[src/rtl/assert_macros.svh]
// Assertion macros shared by the beat interval rate averager RTL.
// Depends on nothing; included by files that carry concurrent assertions.
`ifndef ASSERT_MACROS_SVH
`define ASSERT_MACROS_SVH

// Same-cycle implication, disabled while reset is asserted.
`define BIRA_ASSERT_NOW(label, clk, rstn, ante, cons) \
  label: assert property (@(posedge clk) disable iff (!rstn) (ante) |-> (cons)) \
    else $error("assertion failed: same-cycle implication");

// Next-cycle implication, disabled while reset is asserted.
`define BIRA_ASSERT_NEXT(label, clk, rstn, ante, cons) \
  label: assert property (@(posedge clk) disable iff (!rstn) (ante) |=> (cons)) \
    else $error("assertion failed: next-cycle implication");

`endif

[src/rtl/bira_pkg.sv]
// Package for the beat interval rate averager: widths, register codes,
// reset values, controller states and inter-module structs. No dependencies.
package bira_pkg;

  // Field widths.
  localparam int unsigned IR_W     = 18;
  localparam int unsigned DEB_W    = 16;
  localparam int unsigned RATE_W   = 8;
  localparam int unsigned TIME_W   = 32;
  localparam int unsigned HR_W     = 9;
  localparam int unsigned CFG_W    = 18;
  localparam int unsigned CFG_IDX_W = 2;

  // Rate history geometry.
  localparam int unsigned HIST_DEPTH = 8;
  localparam int unsigned HIST_AW    = (HIST_DEPTH > 1) ? $clog2(HIST_DEPTH) : 1;
  localparam int unsigned FILL_W     = $clog2(HIST_DEPTH + 1);
  localparam int unsigned SUM_W      = RATE_W + $clog2(HIST_DEPTH + 1);

  // Serial divider geometry: 16-bit dividend and divisor, one bit per step.
  localparam int unsigned DIV_W   = 16;
  localparam int unsigned DIV_CW  = $clog2(DIV_W);

  // Beats per minute numerator: milliseconds in one minute.
  localparam logic [DIV_W-1:0] RATE_NUM = DIV_W'(60000);

  // Register reset values.
  localparam logic [IR_W-1:0]   IR_FLOOR_RST = IR_W'(50000);
  localparam logic [DEB_W-1:0]  DEBOUNCE_RST = DEB_W'(500);
  localparam logic [RATE_W-1:0] MIN_RATE_RST = RATE_W'(40);
  localparam logic [RATE_W-1:0] MAX_RATE_RST = RATE_W'(120);

  // Configuration register indexes.
  typedef enum logic [CFG_IDX_W-1:0] {
    REG_IR_FLOOR = 2'd0,
    REG_DEBOUNCE = 2'd1,
    REG_MIN_RATE = 2'd2,
    REG_MAX_RATE = 2'd3
  } cfg_reg_e;

  // Controller states.
  typedef enum logic [2:0] {
    S_IDLE,
    S_EVAL,
    S_RDIV,
    S_CHK,
    S_MSTART,
    S_MDIV,
    S_DONE
  } state_e;

  // Command to the serial divider.
  typedef struct packed {
    logic             start;
    logic [DIV_W-1:0] dividend;
    logic [DIV_W-1:0] divisor;
  } div_cmd_t;

  // Status from the serial divider; quotient and remainder hold until restart.
  typedef struct packed {
    logic             done;
    logic [DIV_W-1:0] quot;
    logic [DIV_W-1:0] rem;
  } div_stat_t;

  // Write request to the rate history.
  typedef struct packed {
    logic              we;
    logic [RATE_W-1:0] rate;
  } hist_wr_t;

  // Status from the rate history.
  typedef struct packed {
    logic [SUM_W-1:0]  sum;
    logic [FILL_W-1:0] filled;
  } hist_stat_t;

endpackage

[src/rtl/bira_sdiv.sv]
// Bit-serial restoring divider: one quotient bit per cycle, DIV_W bits in all.
// Depends on bira_pkg for widths and the command and status structs.
module bira_sdiv (
  input  logic                clk_i,
  input  logic                rst_ni,
  input  bira_pkg::div_cmd_t  cmd_i,
  output bira_pkg::div_stat_t stat_o
);

  logic [bira_pkg::DIV_W-1:0]  quo_q, quo_d;
  logic [bira_pkg::DIV_W-1:0]  rem_q, rem_d;
  logic [bira_pkg::DIV_W-1:0]  dvs_q, dvs_d;
  logic [bira_pkg::DIV_CW-1:0] cnt_q, cnt_d;
  logic                        busy_q, busy_d;
  logic                        done_q, done_d;
  logic [bira_pkg::DIV_W:0]    trial;
  logic [bira_pkg::DIV_W:0]    diff;
  logic                        fits;

  // One restoring step: shift the next dividend bit into the remainder.
  assign trial = {rem_q, quo_q[bira_pkg::DIV_W-1]};
  assign diff  = trial - {1'b0, dvs_q};
  assign fits  = !diff[bira_pkg::DIV_W];

  // Step sequencing; the dividend shifts out as the quotient shifts in.
  always_comb begin
    quo_d  = quo_q;
    rem_d  = rem_q;
    dvs_d  = dvs_q;
    cnt_d  = cnt_q;
    busy_d = busy_q;
    done_d = 1'b0;
    if (cmd_i.start) begin
      quo_d  = cmd_i.dividend;
      rem_d  = '0;
      dvs_d  = cmd_i.divisor;
      cnt_d  = '1;
      busy_d = 1'b1;
    end else if (busy_q) begin
      quo_d = {quo_q[bira_pkg::DIV_W-2:0], fits};
      rem_d = fits ? diff[bira_pkg::DIV_W-1:0] : trial[bira_pkg::DIV_W-1:0];
      cnt_d = cnt_q - 1'b1;
      if (cnt_q == '0) begin
        busy_d = 1'b0;
        done_d = 1'b1;
      end
    end
  end

  // Control state.
  always_ff @(posedge clk_i or negedge rst_ni) begin
    if (!rst_ni) begin
      busy_q <= 1'b0;
      done_q <= 1'b0;
      cnt_q  <= '0;
    end else begin
      busy_q <= busy_d;
      done_q <= done_d;
      cnt_q  <= cnt_d;
    end
  end

  // Datapath shift registers.
  always_ff @(posedge clk_i) begin
    quo_q <= quo_d;
    rem_q <= rem_d;
    dvs_q <= dvs_d;
  end

  assign stat_o.done = done_q;
  assign stat_o.quot = quo_q;
  assign stat_o.rem  = rem_q;

endmodule

[src/rtl/bira_hist.sv]
// Rate history ring with a running total and a saturating fill count.
// Depends on bira_pkg for the history geometry and the interface structs.
module bira_hist (
  input  logic                 clk_i,
  input  logic                 rst_ni,
  input  bira_pkg::hist_wr_t   wr_i,
  output bira_pkg::hist_stat_t stat_o
);

  logic [bira_pkg::RATE_W-1:0]  ring_q [bira_pkg::HIST_DEPTH];
  logic [bira_pkg::HIST_AW-1:0] wpos_q, wpos_d;
  logic [bira_pkg::FILL_W-1:0]  fill_q, fill_d;
  logic [bira_pkg::SUM_W-1:0]   sum_q, sum_d;

  // Unfilled entries hold zero, so the total over the whole ring equals the
  // total over the filled entries. A write swaps the old entry for the new.
  always_comb begin
    wpos_d = wpos_q;
    fill_d = fill_q;
    sum_d  = sum_q;
    if (wr_i.we) begin
      sum_d = sum_q - bira_pkg::SUM_W'(ring_q[wpos_q])
            + bira_pkg::SUM_W'(wr_i.rate);
      if (wpos_q == bira_pkg::HIST_AW'(bira_pkg::HIST_DEPTH - 1)) begin
        wpos_d = '0;
      end else begin
        wpos_d = wpos_q + 1'b1;
      end
      if (fill_q != bira_pkg::FILL_W'(bira_pkg::HIST_DEPTH)) begin
        fill_d = fill_q + 1'b1;
      end
    end
  end

  always_ff @(posedge clk_i or negedge rst_ni) begin
    if (!rst_ni) begin
      wpos_q <= '0;
      fill_q <= '0;
      sum_q  <= '0;
    end else begin
      wpos_q <= wpos_d;
      fill_q <= fill_d;
      sum_q  <= sum_d;
    end
  end

  // Ring entries clear to zero at reset.
  always_ff @(posedge clk_i or negedge rst_ni) begin
    if (!rst_ni) begin
      for (int i = 0; i < bira_pkg::HIST_DEPTH; i++) begin
        ring_q[i] <= '0;
      end
    end else if (wr_i.we) begin
      ring_q[wpos_q] <= wr_i.rate;
    end
  end

  assign stat_o.sum    = sum_q;
  assign stat_o.filled = fill_q;

endmodule

[src/rtl/beat_interval_rate_averager_core.sv]
// Beat interval rate averager top level: controller, registers and outputs.
// Depends on bira_pkg, bira_sdiv, bira_hist and assert_macros.svh.
//
// One sample in, one result out. A sample whose beat is not accepted, or whose
// interval is zero, goes from S_EVAL straight to S_DONE and then to the output
// register. An accepted beat with an interval below 65536 ms first runs the
// bit-serial divider for 60000 / interval in 16 steps, after which it raises
// done. When the rate is not kept, S_CHK goes straight to S_DONE. A kept rate
// runs the divider a second time for the ring total over the fill count. An
// interval of 65536 ms or more skips the first division. After S_DONE the
// controller returns to S_IDLE and only there takes the next sample, so it does
// not take a new sample while one is still in work. The result sits in an
// output register, so the next sample is taken while the previous result still
// waits to be taken. Configuration writes take effect at once; the user must
// make them only while the block is idle, which the block does not enforce.
`include "assert_macros.svh"

module beat_interval_rate_averager_core (
  input  logic                                clk_i,
  input  logic                                rst_ni,
  // Configuration write port.
  input  logic                                cfg_we_i,
  input  logic [bira_pkg::CFG_IDX_W-1:0]      cfg_idx_i,
  input  logic [bira_pkg::CFG_W-1:0]          cfg_data_i,
  // Sample channel.
  input  logic                                in_valid_i,
  output logic                                in_ready_o,
  input  logic [bira_pkg::IR_W-1:0]           ir_level_i,
  input  logic                                beat_seen_i,
  input  logic [bira_pkg::TIME_W-1:0]         time_ms_i,
  // Result channel.
  output logic                                out_valid_o,
  input  logic                                out_ready_i,
  output logic signed [bira_pkg::HR_W-1:0]    heart_rate_o,
  output logic                                beat_accepted_o,
  output logic [bira_pkg::RATE_W-1:0]         rate_stored_o
);

  bira_pkg::state_e             state_q, state_d;

  logic [bira_pkg::IR_W-1:0]    ir_floor_q;
  logic [bira_pkg::DEB_W-1:0]   debounce_q;
  logic [bira_pkg::RATE_W-1:0]  min_rate_q;
  logic [bira_pkg::RATE_W-1:0]  max_rate_q;

  logic [bira_pkg::TIME_W-1:0]  last_q;
  logic [bira_pkg::RATE_W-1:0]  mean_q;

  logic [bira_pkg::IR_W-1:0]    ir_q;
  logic                         beat_q;
  logic [bira_pkg::TIME_W-1:0]  time_q;
  logic                         acc_q;
  logic                         big_q;
  logic [bira_pkg::RATE_W-1:0]  stored_q;

  logic                         out_valid_q;
  logic [bira_pkg::HR_W-1:0]    hr_q;
  logic                         acc_out_q;
  logic [bira_pkg::RATE_W-1:0]  stored_out_q;

  logic [bira_pkg::TIME_W-1:0]  interval;
  logic                         big_c;
  logic                         zero_c;
  logic                         acc_c;
  logic [bira_pkg::DIV_W-1:0]   q_eff;
  logic                         rnz;
  logic                         keep;
  logic                         out_load;

  bira_pkg::div_cmd_t           div_cmd;
  bira_pkg::div_stat_t          div_stat;
  bira_pkg::hist_wr_t           hist_wr;
  bira_pkg::hist_stat_t         hist_stat;

  bira_sdiv u_sdiv (
    .clk_i  (clk_i),
    .rst_ni (rst_ni),
    .cmd_i  (div_cmd),
    .stat_o (div_stat)
  );

  bira_hist u_hist (
    .clk_i  (clk_i),
    .rst_ni (rst_ni),
    .wr_i   (hist_wr),
    .stat_o (hist_stat)
  );

  // Beat qualification: IR above floor, interval non-negative and debounced.
  assign interval = time_q - last_q;
  assign big_c    = (interval[bira_pkg::TIME_W-1:bira_pkg::DIV_W] != '0);
  assign zero_c   = (interval == '0);
  assign acc_c    = beat_q && (ir_q > ir_floor_q) && !interval[bira_pkg::TIME_W-1]
                  && (big_c || (interval[bira_pkg::DEB_W-1:0] >= debounce_q));

  // Bounds check from quotient and remainder: min*t <= 60000 holds exactly
  // when min <= q, and max*t >= 60000 when max >= q plus one for a remainder.
  // Intervals beyond the divider width give a zero quotient.
  assign q_eff = big_q ? '0 : div_stat.quot;
  assign rnz   = big_q || (div_stat.rem != '0);
  assign keep  = (bira_pkg::DIV_W'(min_rate_q) <= q_eff)
              && ((bira_pkg::DIV_W + 1)'(max_rate_q)
                  >= ({1'b0, q_eff} + (bira_pkg::DIV_W + 1)'(rnz)));

  // Next state.
  always_comb begin
    state_d = state_q;
    unique case (state_q)
      bira_pkg::S_IDLE: begin
        if (in_valid_i) state_d = bira_pkg::S_EVAL;
      end
      bira_pkg::S_EVAL: begin
        if (!acc_c || zero_c) begin
          state_d = bira_pkg::S_DONE;
        end else if (big_c) begin
          state_d = bira_pkg::S_CHK;
        end else begin
          state_d = bira_pkg::S_RDIV;
        end
      end
      bira_pkg::S_RDIV: begin
        if (div_stat.done) state_d = bira_pkg::S_CHK;
      end
      bira_pkg::S_CHK: begin
        state_d = keep ? bira_pkg::S_MSTART : bira_pkg::S_DONE;
      end
      bira_pkg::S_MSTART: begin
        state_d = bira_pkg::S_MDIV;
      end
      bira_pkg::S_MDIV: begin
        if (div_stat.done) state_d = bira_pkg::S_DONE;
      end
      bira_pkg::S_DONE: begin
        if (!out_valid_q || out_ready_i) state_d = bira_pkg::S_IDLE;
      end
      default: state_d = bira_pkg::S_IDLE;
    endcase
  end

  // State outputs: handshake, divider commands and history writes.
  always_comb begin
    in_ready_o       = 1'b0;
    out_load         = 1'b0;
    div_cmd.start    = 1'b0;
    div_cmd.dividend = bira_pkg::RATE_NUM;
    div_cmd.divisor  = interval[bira_pkg::DIV_W-1:0];
    hist_wr.we       = 1'b0;
    hist_wr.rate     = q_eff[bira_pkg::RATE_W-1:0];
    unique case (state_q)
      bira_pkg::S_IDLE: begin
        in_ready_o = 1'b1;
      end
      bira_pkg::S_EVAL: begin
        div_cmd.start = acc_c && !zero_c && !big_c;
      end
      bira_pkg::S_CHK: begin
        hist_wr.we = keep;
      end
      bira_pkg::S_MSTART: begin
        div_cmd.start    = 1'b1;
        div_cmd.dividend = bira_pkg::DIV_W'(hist_stat.sum);
        div_cmd.divisor  = bira_pkg::DIV_W'(hist_stat.filled);
      end
      bira_pkg::S_DONE: begin
        out_load = !out_valid_q || out_ready_i;
      end
      default: begin
      end
    endcase
  end

  always_ff @(posedge clk_i or negedge rst_ni) begin
    if (!rst_ni) begin
      state_q <= bira_pkg::S_IDLE;
    end else begin
      state_q <= state_d;
    end
  end

  // Configuration registers.
  always_ff @(posedge clk_i or negedge rst_ni) begin
    if (!rst_ni) begin
      ir_floor_q <= bira_pkg::IR_FLOOR_RST;
      debounce_q <= bira_pkg::DEBOUNCE_RST;
      min_rate_q <= bira_pkg::MIN_RATE_RST;
      max_rate_q <= bira_pkg::MAX_RATE_RST;
    end else if (cfg_we_i) begin
      unique case (bira_pkg::cfg_reg_e'(cfg_idx_i))
        bira_pkg::REG_IR_FLOOR: ir_floor_q <= cfg_data_i[bira_pkg::IR_W-1:0];
        bira_pkg::REG_DEBOUNCE: debounce_q <= cfg_data_i[bira_pkg::DEB_W-1:0];
        bira_pkg::REG_MIN_RATE: min_rate_q <= cfg_data_i[bira_pkg::RATE_W-1:0];
        bira_pkg::REG_MAX_RATE: max_rate_q <= cfg_data_i[bira_pkg::RATE_W-1:0];
        default: begin
        end
      endcase
    end
  end

  // Persistent beat state: last accepted beat time and current mean.
  always_ff @(posedge clk_i or negedge rst_ni) begin
    if (!rst_ni) begin
      last_q <= '0;
      mean_q <= '0;
    end else begin
      if (state_q == bira_pkg::S_EVAL && acc_c) begin
        last_q <= time_q;
      end
      if (state_q == bira_pkg::S_MDIV && div_stat.done) begin
        mean_q <= div_stat.quot[bira_pkg::RATE_W-1:0];
      end
    end
  end

  // Per-sample working registers.
  always_ff @(posedge clk_i) begin
    if (in_valid_i && in_ready_o) begin
      ir_q   <= ir_level_i;
      beat_q <= beat_seen_i;
      time_q <= time_ms_i;
    end
    if (state_q == bira_pkg::S_EVAL) begin
      acc_q    <= acc_c;
      big_q    <= big_c;
      stored_q <= '0;
    end
    if (state_q == bira_pkg::S_CHK && keep) begin
      stored_q <= q_eff[bira_pkg::RATE_W-1:0];
    end
  end

  // Output register: holds one result until the transfer completes.
  always_ff @(posedge clk_i or negedge rst_ni) begin
    if (!rst_ni) begin
      out_valid_q <= 1'b0;
    end else if (out_load) begin
      out_valid_q <= 1'b1;
    end else if (out_ready_i) begin
      out_valid_q <= 1'b0;
    end
  end

  always_ff @(posedge clk_i) begin
    if (out_load) begin
      hr_q         <= (hist_stat.filled != '0) ? {1'b0, mean_q} : '1;
      acc_out_q    <= acc_q;
      stored_out_q <= stored_q;
    end
  end

  assign out_valid_o     = out_valid_q;
  assign heart_rate_o    = hr_q;
  assign beat_accepted_o = acc_out_q;
  assign rate_stored_o   = stored_out_q;

  // A nonzero stored rate implies the beat was accepted.
  `BIRA_ASSERT_NOW(a_stored_needs_beat, clk_i, rst_ni, out_valid_o && (rate_stored_o != '0), beat_accepted_o)
  // With an empty history the reported rate is minus one.
  `BIRA_ASSERT_NOW(a_empty_reports_none, clk_i, rst_ni, out_valid_o && (hist_stat.filled == '0), heart_rate_o == '1)
  // The divider only finishes while the controller waits for it.
  `BIRA_ASSERT_NOW(a_div_done_waited, clk_i, rst_ni, div_stat.done, (state_q == bira_pkg::S_RDIV) || (state_q == bira_pkg::S_MDIV))
  // After a history write the fill count is nonzero.
  `BIRA_ASSERT_NEXT(a_write_fills, clk_i, rst_ni, hist_wr.we, hist_stat.filled != '0)

endmodule
[config.mk]
export PLATFORM = sky130hd
export DESIGN_NAME = beat_interval_rate_averager_core
export DESIGN_NICKNAME = d
export VERILOG_FILES = /design/src/rtl/bira_pkg.sv /design/src/rtl/bira_sdiv.sv /design/src/rtl/bira_hist.sv /design/src/rtl/beat_interval_rate_averager_core.sv
export VERILOG_INCLUDE_DIRS = /design/src /design/src/rtl
export SDC_FILE = /design/constraint.sdc
export NUM_CORES = 1
export LEC_CHECK = 0
export CAP_MARGIN = 15
export CORE_MARGIN = 2
export CORE_UTILIZATION = 35
export CTS_BUF_LIST = sky130_fd_sc_hd__clkbuf_16
export CTS_CLUSTER_DIAMETER = 40
export DETAILED_ROUTE_END_ITERATION = 6
export DONT_BUFFER_PORTS = 1
export GPL_ROUTABILITY_DRIVEN = 1
export PLACE_DENSITY = 0.62
export SLEW_MARGIN = 40
export SYNTH_ARGS = -nofsm -noshare
export SYNTH_HDL_FRONTEND = slang
export SYNTH_SLANG_ARGS = --single-unit
[constraint.sdc]
create_clock -name clk_i -period 4.52 [get_ports clk_i]
set_input_delay 0.904 -clock clk_i [delete_from_list [all_inputs] [get_ports clk_i]]
set_output_delay 0.904 -clock clk_i [all_outputs]
set_load 0.01 [all_outputs]
---- Word-level counts from Yosys, hierarchy flattened ----
Index checks and enable logic that the tools add are counted.
word-level totals
  register bits ........................... 310
  bits of input ports ..................... 76
  output and inout port bits .............. 20
  word-level logic and storage cells ...... 140
operators by class
  add/subtract/negate cells ............... 8
  order comparisons ....................... 6
  equality and inequality tests ........... 15
  multiplexer cells ....................... 37
  bitwise operators ....................... 1
  reductions and logical operators ........ 37
operators with widths
  operator            count
  $bwmux 64           1
  $mux 16             4
  $mux 8              5
  $logic_not 32->1    1
  $mux 32             1
  $reduce_bool 16->1  2
  $sub 32x32->32      1
  $bmux 8 s3          1
  $demux 8 s3         1
  $pmux 3 s7          1
  $gt 18x18->1        1
  $mux 3              6
  $add 16x1->17       1
  $ge 8x17->1         1
  $sub 17x16->17      1
  $ge 16x16->1        1
  $le 8x16->1         1
  $add 12x8->12       1
  $eq 3x3->1 const B  4
  $mux 1              12
  $sub 12x8->12       1
  $logic_and 1x1->1   11
  $reduce_and 2->1    5
  $mux 9              1
  other kinds (24)    39

---- Logic depth before layout (Yosys ltp) ----
  depth after elaboration ................. 8
  depth in mapped cells ................... 21
  depth with buffers taken out ............ 19

---- Cells and area by module ----
Synthesis repeated with hierarchy kept, for this count alone.
second synthesis, totals
  cells, all modules ...................... 1610
  area total of the unflattened synthesis .. 17628.2 µm²
by module, submodules not included
  module                            times used  cells each  area each (µm²)  seq. area each (µm²)
  beat_interval_rate_averager_core  1           917         10098.4          4747.1
  bira_hist                         1           405         4469.3           2077.0
  bira_sdiv                         1           288         3060.4           1431.4

---- Worst setup path after synthesis ----
No wires, ideal clock.
  path type ............................... register to register
  start point ............................. register time_q[0] (netlist name)
  end point ............................... register u_sdiv.quo_q[0] (netlist name), enable pin
  library setup time ...................... 375 ps
  arrival ................................. 4388 ps
  data required time ...................... 4145 ps
  slack ................................... -243 ps
  stages on the path, launching flop included .. 20
  buffers on the path ..................... 2
  period minus slack after synthesis ...... 4763 ps
  cells stage by stage .................... edfxtp_1 -> inv_1 -> ha_1 -> inv_1 -> fa_1 -> a21o_1 -> a311o_2 -> a221oi_2 -> mux2i_1 -> nand2_1 -> ha_1 -> and4_1 -> nand3_1 -> a32o_1 -> a41oi_1 -> or3b_1 -> buf_2 -> o21ai_4 -> buf_6 -> nand2b_1
on the way
  cells in the longest elaborated chain, start to end .. 8
  elaborated cells on any way between the ends .. 14
  classes of those cells .................. add/sub (1); order compare (1); mux (1); reduce/logical (11)
ends and longest elaborated chain
  element                             RTL line                                 source
  from (decl)                         beat_interval_rate_averager_core.sv:51   logic [bira_pkg::TIME_W-1:0] time_q;
  from (signal assigned)              beat_interval_rate_averager_core.sv:219  time_q <= time_ms_i;
  $sub 32x32->32 (*)                  beat_interval_rate_averager_core.sv:90   assign interval = time_q - last_q;
  via interval (one bit)              beat_interval_rate_averager_core.sv:61   logic [bira_pkg::TIME_W-1:0] interval;
  $ge 16x16->1                        beat_interval_rate_averager_core.sv:94   && (big_c || (interval[bira_pkg::DEB_W-1:0] >= debounce_q));
  $logic_or 1x1->1                    beat_interval_rate_averager_core.sv:94
  $logic_and 1x1->1                   beat_interval_rate_averager_core.sv:94
  $logic_and 1x1->1 (*) (2 in a row)  beat_interval_rate_averager_core.sv:154  div_cmd.start = acc_c && !zero_c && !big_c;
  $pmux 1 s2 (*)                      beat_interval_rate_averager_core.sv:149  unique case (state_q)
  $reduce_bool 2->1 (no line) (*)     --
  to (signal assigned)                bira_sdiv.sv:65                          quo_q <= quo_d;
  to (decl)                           bira_sdiv.sv:10                          logic [bira_pkg::DIV_W-1:0] quo_q, quo_d;
Mark *: on every way through the listed nets, which the timed path passes. The rest lies on a longest branch.
A chain may end at the register's enable or synchronous reset.

---- Worst setup path in the final report ----
  start point ............................. register time_q[0] (netlist name)
  end point ............................... register u_sdiv.quo_q[13] (netlist name), enable pin
The elaborated chain is that of the path after synthesis.

==> results_dict.tcl <==
set metrics [dict create \
    rows 82 \
    synth_area_leader_cell "dfrtp_1" \
    hold_class "in2async" \
    area_delta_synth_final_pct 19.2 \
    detail_route.wl_per_cell_microns 17.5 \
    clkTransAtPathRegs_ns 0.06 \
    fmax_mhz 226 \
    synth_top_cell_area_share_pct 23.2 \
    worst_ep_required_time_ns 4.80 \
    synthDistinctLibCells 91 \
    place.gp.congestion 0.897 \
    max_cap_viol_count 0 \
    io_buffers 0 \
    synth-seq-area-share_pct 46.4 \
    detailedRoute.firstIterationViolations 692 \
    drtAntennaViolNets 0 \
    grt_usage_pct 16.4 \
    grt_pass1_wl_microns 69500 \
    dr_total_vias 12600 \
    endpoint_kind "flop" \
    p_per_area_nw_per_um2 354 \
    numClockSinks 310 \
    cpPeakStageDelay_ns 0.43 \
    dp_hpwl_microns 31300 \
    rsz0062_at_grt "yes" \
    cts_tree "done" \
    fp.dieH_microns 230 \
    ir_drop_v 0.000320 \
    antenna_found_initial 3 \
    cp.arrival_ns 4.71 \
    finalHoldViolations 0 \
    path_class "reg2reg" \
    pin_count 96 \
    run_status "complete, no violations" \
    grt_overflow 0 \
    syn-num-nets 1851 \
    cts_htree_levels 2 \
    slowest_stage "or3b_4" \
    dr.pass1.iters 6 \
    dieWidth_microns 230 \
    dieArea_sq_um 52700 \
    synthTopCellsByArea "dfrtp_1 23%, edfxtp_1 19%, ha_1 8.2%" \
    avgViaCountPerCell 5.15 \
    fin_cells 2457 \
    synth-seq-cells 310 \
    relSlewSlack_pct 46.5 \
    drive_above_1_share_pct 23.2 \
    synth_edf_count 111 \
    final_cell_mix "164 x dfrtp_1, 158 x inv_1, 130 x nand2_1" \
    worst_pin_slew_ns 0.801 \
    core_area_sq_um 50200 \
    clockBufferDepth 3 \
    netlist_area_sq_um 17800 \
    skew_ns 0.0166 \
    synthCells 1649 \
    crit_fanout 8 \
    grt_max_degree 93 \
    ys.flop_type "dfrtp_1" \
    clk_latency_ns 0.59 \
    final-setup-viol-count 0 \
    slew_violations 0 \
    nNetsFinal 1941 \
    fin_crit_sh_pct 97.9 \
    async_reset_ff_share_pct 59.0 \
    power_leakage_nw 9.21 \
    dpl.cell_count 2347 \
    final_common_cell "dfrtp_1" \
    clockRootBuffer "clkbuf_16" \
    crit_chain "inv_1 > ha_2 > inv_2 > fa_2 > a21o_1 > a311o_2 > a221oi_2 > mux2i_1 > nand2_1 > ha_4 > and4_1 > nand3_2 > a32o_2 > a41oi_2 > or3b_4 > o21ai_4 > buf_4 > nand2b_4" \
    start_kind "flop" \
    avgSynthCellArea_sq_um 10.8 \
    drc 0 \
    initial_utilization_pct 35.5 \
    wl_microns 43000 \
    grt_pass1_vias 12900 \
    final_util_pct 42.3 \
    finalCriticalPeriod_ns 4.43 \
    yosys_warnings 0 \
    cts_made_buffers 52 \
]
==> registers in the layout, summed over array words and instances, names as in the netlist, 9 cells and up <==
register       flops
u_sdiv.rem_q      16
u_sdiv.dvs_q      16
ir_floor_q        18
ir_q              18
heart_rate_o       9
last_q            32
u_sdiv.quo_q      16
u_hist.sum_q      12
debounce_q        16
u_hist.ring_q     64
time_q            32
==> cell usage after synthesis, types with 12 or more instances <==
cell type	number
a211oi_1	12
a21o_1	29
a21oi_1	68
a31oi_1	12
buf_2	16
clkbuf_1	35
dfrtp_1	165
dfstp_2	18
dfxtp_1	16
edfxtp_1	111
ha_1	116
inv_1	159
mux2_1	24
mux2_2	88
mux2_4	38
mux2i_1	27
nand2_1	130
nand2b_1	19
nand3_1	28
nand4_1	18
nor2_1	115
nor2b_1	22
nor3_1	22
nor4_1	12
o21a_1	15
o21ai_0	80
or2_2	12
xnor2_1	26
xor2_1	18
==> worst max-delay path: cells and delay by family, from the launching register on <==
| kind | cells | cell delay, ns |
|---|---|---|
| compound gates | 6 | 1.40 |
| simple gates | 5 | 0.98 |
| flops | 1 | 0.38 |
| fa+ha+maj | 3 | 0.79 |
| mux | 1 | 0.28 |
| buf+inv | 3 | 0.27 |
==> per-layer routing <==
metal	part of all wire [%]	track usage (%)	vias to the layer above
met1	46	21.9	6170
met2	46	26.3	301
met3	5.9	3.75	75
met5	0	0	-
li1	-	-	6101
met4	2.5	5.60	0
==> cells by family (layout without fill, tap and decap cells) <==
group | after synthesis | after routing | share of synthesized area [%]
other cells | 0 | 4 | 0
mux | 182 | 182 | 12.4
buf+inv | 224 | 355 | 5.13
compound gates | 323 | 323 | 12.4
simple gates | 440 | 441 | 12.2
fa+ha+maj | 126 | 126 | 9.27
xor+xnor | 44 | 44 | 2.16
flops | 310 | 310 | 46.4
==> where the power goes <==
| group | internal, W | switching [W] | leakage [nW] | total (W) |
|---|---|---|---|---|
| sequential | 0.00301 | 0.0000393 | 3.53 | 0.00305 |
| combinational | 0.000159 | 0.000170 | 4.80 | 0.000328 |
| clock | 0.00265 | 0.00148 | 0.880 | 0.00413 |
==> repair_timing <==
action,CTS,global route
gates cloned,2,1
hold endpoints to repair,90,0
endpoints found under the setup margin,87,136
buffers inserted,4,1
resized for setup,14,26
hold buffers,2,0
pin swaps,5,10
==> metrics by stage <==
stage | worst slack, ns | hold WS (ns) | TNS [ns] | cell area [sq um] | total power, W
after floorplan | 0.0564 | 0.400 | 0 | 17800 | 0.00331
after global routing | -0.0976 | 0.0259 | -2.73 | 21200 | 0.00780
after detailed placement | -0.0728 | 0.405 | -2.16 | 19100 | 0.00340
final | 0.0942 | 0.0434 | 0 | 21200 | 0.00751
after global placement | 0.0146 | 0.407 | 0 | 19100 | 0.00338
after CTS | 0.0211 | 0.0103 | 0 | 21100 | 0.00760
==> worst paths after layout <==
path                                           start                             to  slack (ns)  cells after the start
setup reg to reg                 time_q[0]$_DFFE_PP_     u_sdiv.quo_q[13]$_DFFE_PP_        0.09                     18
hold reg to reg            stored_q[0]$_SDFFCE_PN0P_     rate_stored_o[0]$_DFFE_PP_        0.42                      0
hold / removal                                rst_ni          last_q[1]$_DFFE_PN0P_        0.04                      0
setup / recovery                 time_q[0]$_DFFE_PP_     u_sdiv.quo_q[13]$_DFFE_PP_        0.09                     18
min in group clk_i                      time_ms_i[1]            time_q[1]$_DFFE_PP_        0.41                      0
max in group asynchronous                     rst_ni  u_hist.ring_q[30]$_DFFE_PN0P_        3.63                      1
==> cell type report <==
cell class,count,area [sq um]
multi-input cells,1116,8830
diodes,4,10.0
well taps,672,841
inverters,162,608
repair buffers,97,841
clock inverters,44,537
flip-flops and latches,310,8260
clock buffers,52,1300
fillers,4634,28900
(Power assumes the default switching activity.)
